**config.mk**
```make
export PLATFORM = sky130hd
export DESIGN_NAME = presence_bitmask_field_locator_unit
export DESIGN_NICKNAME = d
export VERILOG_FILES = /design/src/pbfl_pkg.sv /design/src/presence_bitmask_field_locator_unit.sv /design/src/pbfl_step.sv
export VERILOG_INCLUDE_DIRS = /design/src /design/src/src
export SDC_FILE = /design/constraint.sdc
export NUM_CORES = 1
export LEC_CHECK = 0
export ABC_AREA = 0
export BUFFER_PORTS_ARGS = -buffer_cell sky130_fd_sc_hd__buf_4
export CAP_MARGIN = 15
export CELL_PAD_IN_SITES_DETAIL_PLACEMENT = 0
export CELL_PAD_IN_SITES_GLOBAL_PLACEMENT = 1
export CORE_MARGIN = 1.5
export CORE_UTILIZATION = 39
export CTS_CLUSTER_DIAMETER = 30
export CTS_CLUSTER_SIZE = 24
export DETAILED_ROUTE_END_ITERATION = 7
export HOLD_SLACK_MARGIN = 0.02
export PLACE_DENSITY_LB_ADDON = 0.12
export SYNTH_ARGS = -nofsm -noshare
export SYNTH_HDL_FRONTEND = slang
export SYNTH_SLANG_ARGS = --single-unit
```
**constraint.sdc**
```tcl
create_clock -name clk -period 22.2 [get_ports clk]
set_input_delay 2.22 -clock clk [delete_from_list [all_inputs] [get_ports clk]]
set_output_delay 2.22 -clock clk [all_outputs]
set_load 0.005 [all_outputs]
```
**src/presence_bitmask_field_locator_unit_assert.svh**
```systemverilog
// Assertion helpers for the field locator. Both sample on the rising edge of clk
// and are switched off while rst_n is low.
`ifndef PRESENCE_BITMASK_FIELD_LOCATOR_UNIT_ASSERT_SVH
`define PRESENCE_BITMASK_FIELD_LOCATOR_UNIT_ASSERT_SVH

// The consequent must hold in the same cycle as the antecedent.
`define PBFL_ASSERT_NOW(label, ante, cons, msg) \
  label: assert property (@(posedge clk) disable iff (!rst_n) (ante) |-> (cons)) \
    else $error(msg);

// The consequent must hold in the cycle after the antecedent.
`define PBFL_ASSERT_NEXT(label, ante, cons, msg) \
  label: assert property (@(posedge clk) disable iff (!rst_n) (ante) |=> (cons)) \
    else $error(msg);

`endif

```
**src/pbfl_pkg.sv**
```systemverilog
`default_nettype none

package pbfl_pkg;

  // Default number of header bytes skipped at the start of each record.
  localparam int HeaderBytesDflt = 8;

  // Bitmask byte layout: seven slot bits and a continuation flag.
  localparam logic [7:0] SlotBitsMask = 8'h7F;
  localparam int         SlotsPerByte = 7;
  localparam int         ContBit      = 7;

  // Parsing phase of the current record.
  typedef enum logic [5:0] {
    PH_HEADER = 6'b000001,
    PH_MASK   = 6'b000010,
    PH_DRAIN  = 6'b000100,
    PH_SKIP   = 6'b001000,
    PH_OFF_LO = 6'b010000,
    PH_OFF_HI = 6'b100000
  } phase_t;

  // Per-record parsing state.
  typedef struct packed {
    phase_t      phase;
    logic [17:0] byte_count;
    logic [16:0] slots_seen;
    logic [15:0] present_before;
    logic [7:0]  offset_low_byte;
    logic        answered;
  } rec_state_t;

  // Result of one word, passed from the step logic to the result register.
  typedef struct packed {
    logic        emit;
    logic        found;
    logic [32:0] field_offset;
  } result_t;

  // State at the start of every record.
  function automatic rec_state_t rec_start(input logic no_header);
    rec_state_t s;
    s.phase           = no_header ? PH_MASK : PH_HEADER;
    s.byte_count      = '0;
    s.slots_seen      = '0;
    s.present_before  = '0;
    s.offset_low_byte = '0;
    s.answered        = 1'b0;
    return s;
  endfunction

  // Number of set bits among the lowest n of seven slot bits.
  function automatic logic [2:0] pop_below(input logic [6:0] bits, input logic [3:0] n);
    logic [2:0] c;
    c = '0;
    for (int i = 0; i < SlotsPerByte; i++) begin
      if (4'(i) < n) begin
        c = c + 3'(bits[i]);
      end
    end
    return c;
  endfunction

endpackage

`default_nettype wire

```
**src/presence_bitmask_field_locator_unit.sv**
```systemverilog
`default_nettype none

// Channel   Direction  Word contents
// in_       slave      tdata: data_byte, record_base; tlast: last_byte
// out_      master     tdata: field_offset; tuser: found
// cfg_      write      target_slot
//
// One record byte is taken per cycle while out_ is not stalled.
// A result word appears on out_ in the cycle after the byte that decides it.
// The single result register sets the rate: in_tready falls only while a
// result is held and out_tready is low.
// rst_n (synchronous) clears target_slot and returns the record state to the start of a record.
`include "presence_bitmask_field_locator_unit_assert.svh"

module presence_bitmask_field_locator_unit #(
  parameter int HEADER_BYTES = pbfl_pkg::HeaderBytesDflt
) (
  input  wire logic        clk,
  input  wire logic        rst_n,
  // Input record bytes.
  input  wire logic        in_tvalid,
  output logic             in_tready,
  input  wire logic [39:0] in_tdata,   // [7:0] data_byte, [39:8] record_base
  input  wire logic        in_tlast,   // last_byte
  // Result words.
  output logic             out_tvalid,
  input  wire logic        out_tready,
  output logic [39:0]      out_tdata,  // [32:0] field_offset, [39:33] zero
  output logic             out_tuser,  // [0] found
  // Slot register.
  input  wire logic        cfg_wr_en,
  input  wire logic [15:0] cfg_wr_data
);

  localparam logic NoHeader = (HEADER_BYTES == 0);

  pbfl_pkg::rec_state_t st_r;
  pbfl_pkg::rec_state_t st_nxt;
  pbfl_pkg::result_t    res;
  logic [15:0]          target_slot_r;
  logic                 out_valid_r;
  logic                 found_r;
  logic [32:0]          field_offset_r;
  logic                 in_acc;

  // A new byte is taken whenever the result register is free or being emptied.
  assign in_tready = !out_valid_r || out_tready;
  assign in_acc    = in_tvalid && in_tready;

  // Slot register.
  always_ff @(posedge clk) begin
    if (!rst_n) begin
      target_slot_r <= '0;
    end else if (cfg_wr_en) begin
      target_slot_r <= cfg_wr_data;
    end
  end

  pbfl_step #(
    .HEADER_BYTES (HEADER_BYTES)
  ) u_step (
    .st_cur      (st_r),
    .target_slot (target_slot_r),
    .data_byte   (in_tdata[7:0]),
    .record_base (in_tdata[39:8]),
    .last_byte   (in_tlast),
    .st_nxt      (st_nxt),
    .res         (res)
  );

  // Record state advances on each accepted word.
  always_ff @(posedge clk) begin
    if (!rst_n) begin
      st_r <= pbfl_pkg::rec_start(NoHeader);
    end else if (in_acc) begin
      st_r <= st_nxt;
    end
  end

  // Result register control.
  always_ff @(posedge clk) begin
    if (!rst_n) begin
      out_valid_r <= 1'b0;
    end else if (in_acc && res.emit) begin
      out_valid_r <= 1'b1;
    end else if (out_tready) begin
      out_valid_r <= 1'b0;
    end
  end

  // Result payload.
  always_ff @(posedge clk) begin
    if (in_acc && res.emit) begin
      found_r        <= res.found;
      field_offset_r <= res.field_offset;
    end
  end

  assign out_tvalid = out_valid_r;
  assign out_tdata  = {7'd0, field_offset_r};
  assign out_tuser  = found_r;

  // Checks on the block's own behaviour.
  `PBFL_ASSERT_NOW(a_no_overwrite, out_tvalid && !out_tready, !in_tready, "result overwritten")
  `PBFL_ASSERT_NOW(a_miss_zero, out_tvalid && !out_tuser, out_tdata == '0, "miss with offset")
  `PBFL_ASSERT_NEXT(a_rec_restart, in_acc && in_tlast, !st_r.answered && st_r.byte_count == '0,
                    "record state not restarted")
  `PBFL_ASSERT_NEXT(a_one_answer, in_acc && in_tlast && !st_r.answered, out_tvalid,
                    "record ended without a result")

endmodule

`default_nettype wire

```
**src/pbfl_step.sv**
```systemverilog
`default_nettype none

// Next-state and result logic for one record byte.
module pbfl_step #(
  parameter int HEADER_BYTES = pbfl_pkg::HeaderBytesDflt
) (
  input  wire pbfl_pkg::rec_state_t st_cur,
  input  wire logic [15:0]          target_slot,
  input  wire logic [7:0]           data_byte,
  input  wire logic [31:0]          record_base,
  input  wire logic                 last_byte,
  output pbfl_pkg::rec_state_t      st_nxt,
  output pbfl_pkg::result_t         res
);

  localparam logic [17:0] HdrCount = 18'(HEADER_BYTES);
  localparam logic        NoHeader = (HEADER_BYTES == 0);

  logic [16:0] target_ext;
  logic [16:0] slot_gap;
  logic        in_window;
  logic [6:0]  slot_bits;
  logic        cont;
  logic [17:0] count_inc;
  logic [15:0] pb_part;
  logic [15:0] pb_full;
  logic [17:0] skip_len;
  logic [32:0] hit_offset;

  // Position of the sought slot relative to the current mask byte.
  assign target_ext = {1'b0, target_slot};
  assign slot_gap   = target_ext - st_cur.slots_seen;
  assign in_window  = (target_ext >= st_cur.slots_seen)
                   && (slot_gap < 17'(pbfl_pkg::SlotsPerByte));
  assign slot_bits  = 7'(data_byte & pbfl_pkg::SlotBitsMask);
  assign cont       = data_byte[pbfl_pkg::ContBit];

  // Counters and sums used by several phases.
  assign count_inc  = st_cur.byte_count + 18'd1;
  assign pb_part    = st_cur.present_before
                    + 16'(pbfl_pkg::pop_below(slot_bits, {1'b0, slot_gap[2:0]}));
  assign pb_full    = st_cur.present_before
                    + 16'(pbfl_pkg::pop_below(slot_bits, 4'(pbfl_pkg::SlotsPerByte)));
  assign skip_len   = {1'b0, st_cur.present_before, 1'b0};
  assign hit_offset = {1'b0, record_base} + {17'd0, data_byte, st_cur.offset_low_byte};

  // Phase walk for one byte.
  always_comb begin
    st_nxt           = st_cur;
    res.emit         = 1'b0;
    res.found        = 1'b0;
    res.field_offset = '0;
    if (!st_cur.answered) begin
      case (st_cur.phase)
        pbfl_pkg::PH_HEADER: begin
          st_nxt.byte_count = count_inc;
          if (count_inc >= HdrCount) begin
            st_nxt.phase = pbfl_pkg::PH_MASK;
          end
        end
        pbfl_pkg::PH_MASK: begin
          if (in_window) begin
            if (!slot_bits[slot_gap[2:0]]) begin
              // Sought slot is absent.
              st_nxt.answered = 1'b1;
              res.emit        = 1'b1;
            end else begin
              st_nxt.present_before = pb_part;
              if (cont) begin
                st_nxt.phase = pbfl_pkg::PH_DRAIN;
              end else begin
                st_nxt.byte_count = '0;
                st_nxt.phase = (pb_part == '0) ? pbfl_pkg::PH_OFF_LO : pbfl_pkg::PH_SKIP;
              end
            end
          end else begin
            st_nxt.present_before = pb_full;
            st_nxt.slots_seen     = st_cur.slots_seen + 17'(pbfl_pkg::SlotsPerByte);
            if (!cont) begin
              // Bitmask ended before the sought slot.
              st_nxt.answered = 1'b1;
              res.emit        = 1'b1;
            end
          end
        end
        pbfl_pkg::PH_DRAIN: begin
          if (!cont) begin
            st_nxt.byte_count = '0;
            st_nxt.phase = (st_cur.present_before == '0) ? pbfl_pkg::PH_OFF_LO
                                                          : pbfl_pkg::PH_SKIP;
          end
        end
        pbfl_pkg::PH_SKIP: begin
          st_nxt.byte_count = count_inc;
          if (count_inc >= skip_len) begin
            st_nxt.phase = pbfl_pkg::PH_OFF_LO;
          end
        end
        pbfl_pkg::PH_OFF_LO: begin
          st_nxt.offset_low_byte = data_byte;
          st_nxt.phase           = pbfl_pkg::PH_OFF_HI;
        end
        pbfl_pkg::PH_OFF_HI: begin
          st_nxt.answered  = 1'b1;
          res.emit         = 1'b1;
          res.found        = 1'b1;
          res.field_offset = hit_offset;
        end
        default: begin
          st_nxt.answered = 1'b1;
          res.emit        = 1'b1;
        end
      endcase
      // A record that ends before any answer is reported as not found.
      if (!st_nxt.answered && last_byte) begin
        res.emit = 1'b1;
      end
    end
    // Every record starts afresh after its last byte.
    if (last_byte) begin
      st_nxt = pbfl_pkg::rec_start(NoHeader);
    end
  end

endmodule

`default_nettype wire

```
==> qor.tcl <==
set qor(outcome) {completed}
set qor(finish.net_count) 1343
set qor(vias_per_cell) 5.458
set qor(top_usage_layer) {met2}
set qor(start_util_pct) 39.43
set qor(final_design_area_no_fill_um2) 10760
set qor(worst_setup_path_startpoint) {in_tdata[0]}
set qor(syn_area_um2) 9200
set qor(syn_area_per_cell_um2) 8.113
set qor(yosys.area_share.simple_pct) 24.24
set qor(power.density_nw_per_um2) 65.78
set qor(grt_max_degree) 38
set qor(syn_inst) 1134
set qor(regArea_um2) 2683
set qor(post-dp-hpwl_um) 19340
set qor(setup_repair_after_global_routing_missed_its_margin) {false}
set qor(fillers) 2334
set qor(critical_path.max_stage_delay_ns) 0.40
set qor(clock-skew-final_ns) 0.01112
set qor(wl_per_cell_um) 16.59
set qor(drive_above_1_share_pct) 14.22
set qor(fin_setup_tns_ns) 0
set qor(detailed_place.area_um2) 10140
set qor(measured_slew_at_the_worst_slew_check_pin_ns) 1.047
set qor(worst-setup-path-type) {in -> reg}
set qor(cts.reportedPaths.clkPinSlew_ns) 0.06
set qor(timing.final.crit_period_ns) 8.379
set qor(groute.layer.met3.usage_pct) 3.351
set qor(vias) 8383
set qor(main_combinational_cell_family_by_area_after_synthesis) {simple AND/OR/NAND/NOR gates}
set qor(antenna-diode-count) 0
set qor(grt.total_usage_pct) 21.02
set qor(die_height_um) 156.6
set qor(max-clock-path-buffers) 2
set qor(hold_violations) 0
set qor(power.static_leakage_uw) 0.004470
set qor(gp_congestion) 0.8998
set qor(cap_viol_max_count) 0
set qor(global_route.overflow_total) 0
set qor(detail_route.wirelength_um) 25490
set qor(cts_buffers) 17
set qor(critical_path.startpoint_type) {input pin}
set qor(ys_top_cells_by_area) {sky130_fd_sc_hd__dfxtp_1, sky130_fd_sc_hd__edfxtp_1, sky130_fd_sc_hd__ha_1}
set qor(core_region_area_um2) 23330
set qor(h-tree-depth) 4
set qor(gr-usage-met2_pct) 33.29
set qor(tritoncts) {built}
set qor(setup_violations) 0
set qor(drc) 0
set qor(postSynth.asyncResetShare_pct) 0
set qor(syn_to_final_growth_pct) 16.99
set qor(drt_iter0_markers) 602
set qor(dominantRegCellSynth) {sky130_fd_sc_hd__dfxtp_1}
set qor(reg2reg_from) {target_slot_r[0]}
set qor(cts_resized) 0
set qor(first_global_vias) 7599
set qor(insertion_delay_to_the_later_sink_of_the_worst_skew_pair_ns) 0.43
set qor(synthXorXnorAreaFrac_pct) 6.283
set qor(final_min_period_over_clock_period_pct) 37.74
set qor(synth_area_leader_cell) {sky130_fd_sc_hd__dfxtp_1}
set qor(report.final.slew_viol_count) 0
set qor(count_of_flip_flops_with_a_built_in_enable_after_synthesis) 34
set qor(synth.distinct_cells) 79
set qor(post-cts-setup-buffers) 0
set qor(clock_sink_count) 117
set qor(worst_path_max_delay_cell) {sky130_fd_sc_hd__nor4_1}
set qor(worstHoldPathType) {reg -> reg}
set qor(cp-end-kind) {flop}
set qor(cp_num_buf_inv) 3
set qor(worstHoldStart) {st_r[6]}
set qor(grt_first_pass_wirelength_um) 40500
set qor(multiInputGateArea_um2) 5983
set qor(yosysMostFrequentCell) {sky130_fd_sc_hd__nor2_1}
set qor(numPortBuffers) 97
set qor(most_common_library_cells_after_synthesis) {sky130_fd_sc_hd__nor2_1, sky130_fd_sc_hd__dfxtp_1, sky130_fd_sc_hd__inv_1, sky130_fd_sc_hd__nand2_1, sky130_fd_sc_hd__a21oi_1}
set qor(worst_r2r_path_depth) 36
set qor(yosys_register_bits) 117
set qor(synth.area.mux_share_pct) 4.610
set qor(portion_of_the_post_synthesis_area_used_by_sequential_elements_pct) 29.16
set qor(synth.yosys.warnings) 0
set qor(hold_depth) 2
set qor(globalRouteMet1Util_pct) 29.87
set qor(cp.depth) 35
set qor(std_cell_rows) 56
set qor(ant_nets) 0
set qor(power.ir.vdd_worst_mv) 0.04235
set qor(cp_data_arrival_time_ns) 8.72
set qor(boundaryPins) 105
set qor(cp_max_fo) 5
set qor(antenna_found_initial) 0
set qor(fmax_mhz) 119.4
set qor(drt_first_pass_iters) 8
set qor(fp.dieW_um) 156.6
set qor(synthAdderAreaFrac_pct) 11.04
set qor(dieArea_um2) 24520
set qor(synth_compound_gate_area_share_pct) 18.52
set qor(post-synth-top-area-fraction_pct) 18.06
set qor(max_slew_margin_pct) 30.02
set qor(clockRootBuffer) {sky130_fd_sc_hd__clkbuf_16}
set qor(critical-path-top-delay-family) {adder cells}
set qor(cts_hold_repair.buffers) 0
set qor(critical_path.most_common_cell) {sky130_fd_sc_hd__ha_1}
set qor(worst-endpoint-required_ns) 22.55
==> cell families after synthesis <==
group | count (synthesis)
xor gates and xnor gates | 66
muxes | 40
buffers and inverters | 137
AOI/OAI and AO/OA | 255
DFF | 117
and+or+nand+nor | 441
other | 1
adders and majority gates | 77
==> layout make-up <==
| cell class | count | area share (%) |
|---|---|---|
| Clock buffer | 17 | 3.953 |
| Clock inverter | 15 | 1.814 |
| Inverter | 77 | 2.685 |
| Multi-Input combinational cell | 886 | 55.59 |
| Sequential cell | 117 | 24.92 |
| Tap cell | 319 | 3.708 |
| Timing Repair Buffer | 105 | 7.324 |
==> registers in the layout (all words and copies together), names as in the netlist <==
register / flops
st_r: 66
out_tvalid: 1
field_offset_r: 33
out_tuser: 1
target_slot_r: 16
==> routing by layer <==
metal  part of all wire, %  vias to the layer above
li1                      -                     4273
met1                    50                     3892
met2                    45                      205
met3                   4.5                       13
met4                  0.78                        0
met5                     0                        -
==> power by group <==
| group | switching (uW) | internal, uW |
|---|---|---|
| Combinational | 102 | 76.3 |
| Clock | 116 | 180 |
| Sequential | 5.15 | 228 |
==> path summary, 6_finish.rpt <==
kind,endpoint,slack (ns)
max reg2reg,st_r[64],14.33
min,st_r[6],0.46
max,st_r[64],13.82
min reg2reg,st_r[6],0.46
==> tightest hold or removal path: stages, from the launching register on <==
cell	delay, ns
sky130_fd_sc_hd__dfxtp_1	0.31
sky130_fd_sc_hd__nand2_1	0.05
sky130_fd_sc_hd__a21oi_1	0.05
==> metrics by stage <==
step | util, % | cells | setup slack, ns | total power, uW | hold WS (ns)
after floorplan | - | 1140 | 14.11 | 364.4 | 0.4331
after global placement | 43.47 | 1504 | 13.61 | 414.7 | 0.4462
after detailed placement | 43.47 | 1504 | 13.45 | 416.0 | 0.4534
after CTS | 46.13 | 1536 | 13.89 | 715.7 | 0.4618
after global routing | 46.13 | 1536 | 13.42 | 747.0 | 0.4807
final | 46.13 | 1536 | 13.82 | 708.0 | 0.4588
==> cell usage in the layout, fill, tap and decap left out, drive strengths merged, types with 23 or more instances in the layout <==
cell type  synthesis  routed
nor2             117     117
buf               21     105
dfxtp             83      83
inv               77      83
nand2             77      77
a21oi             71      71
ha                70      70
nand3             68      68
o21ai             50      50
xor2              34      34
edfxtp            34      34
xnor2             32      32
nor3              31      31
mux2i             30      30
nand4             23      23
Note: power is estimated with default switching activity, not from simulation.
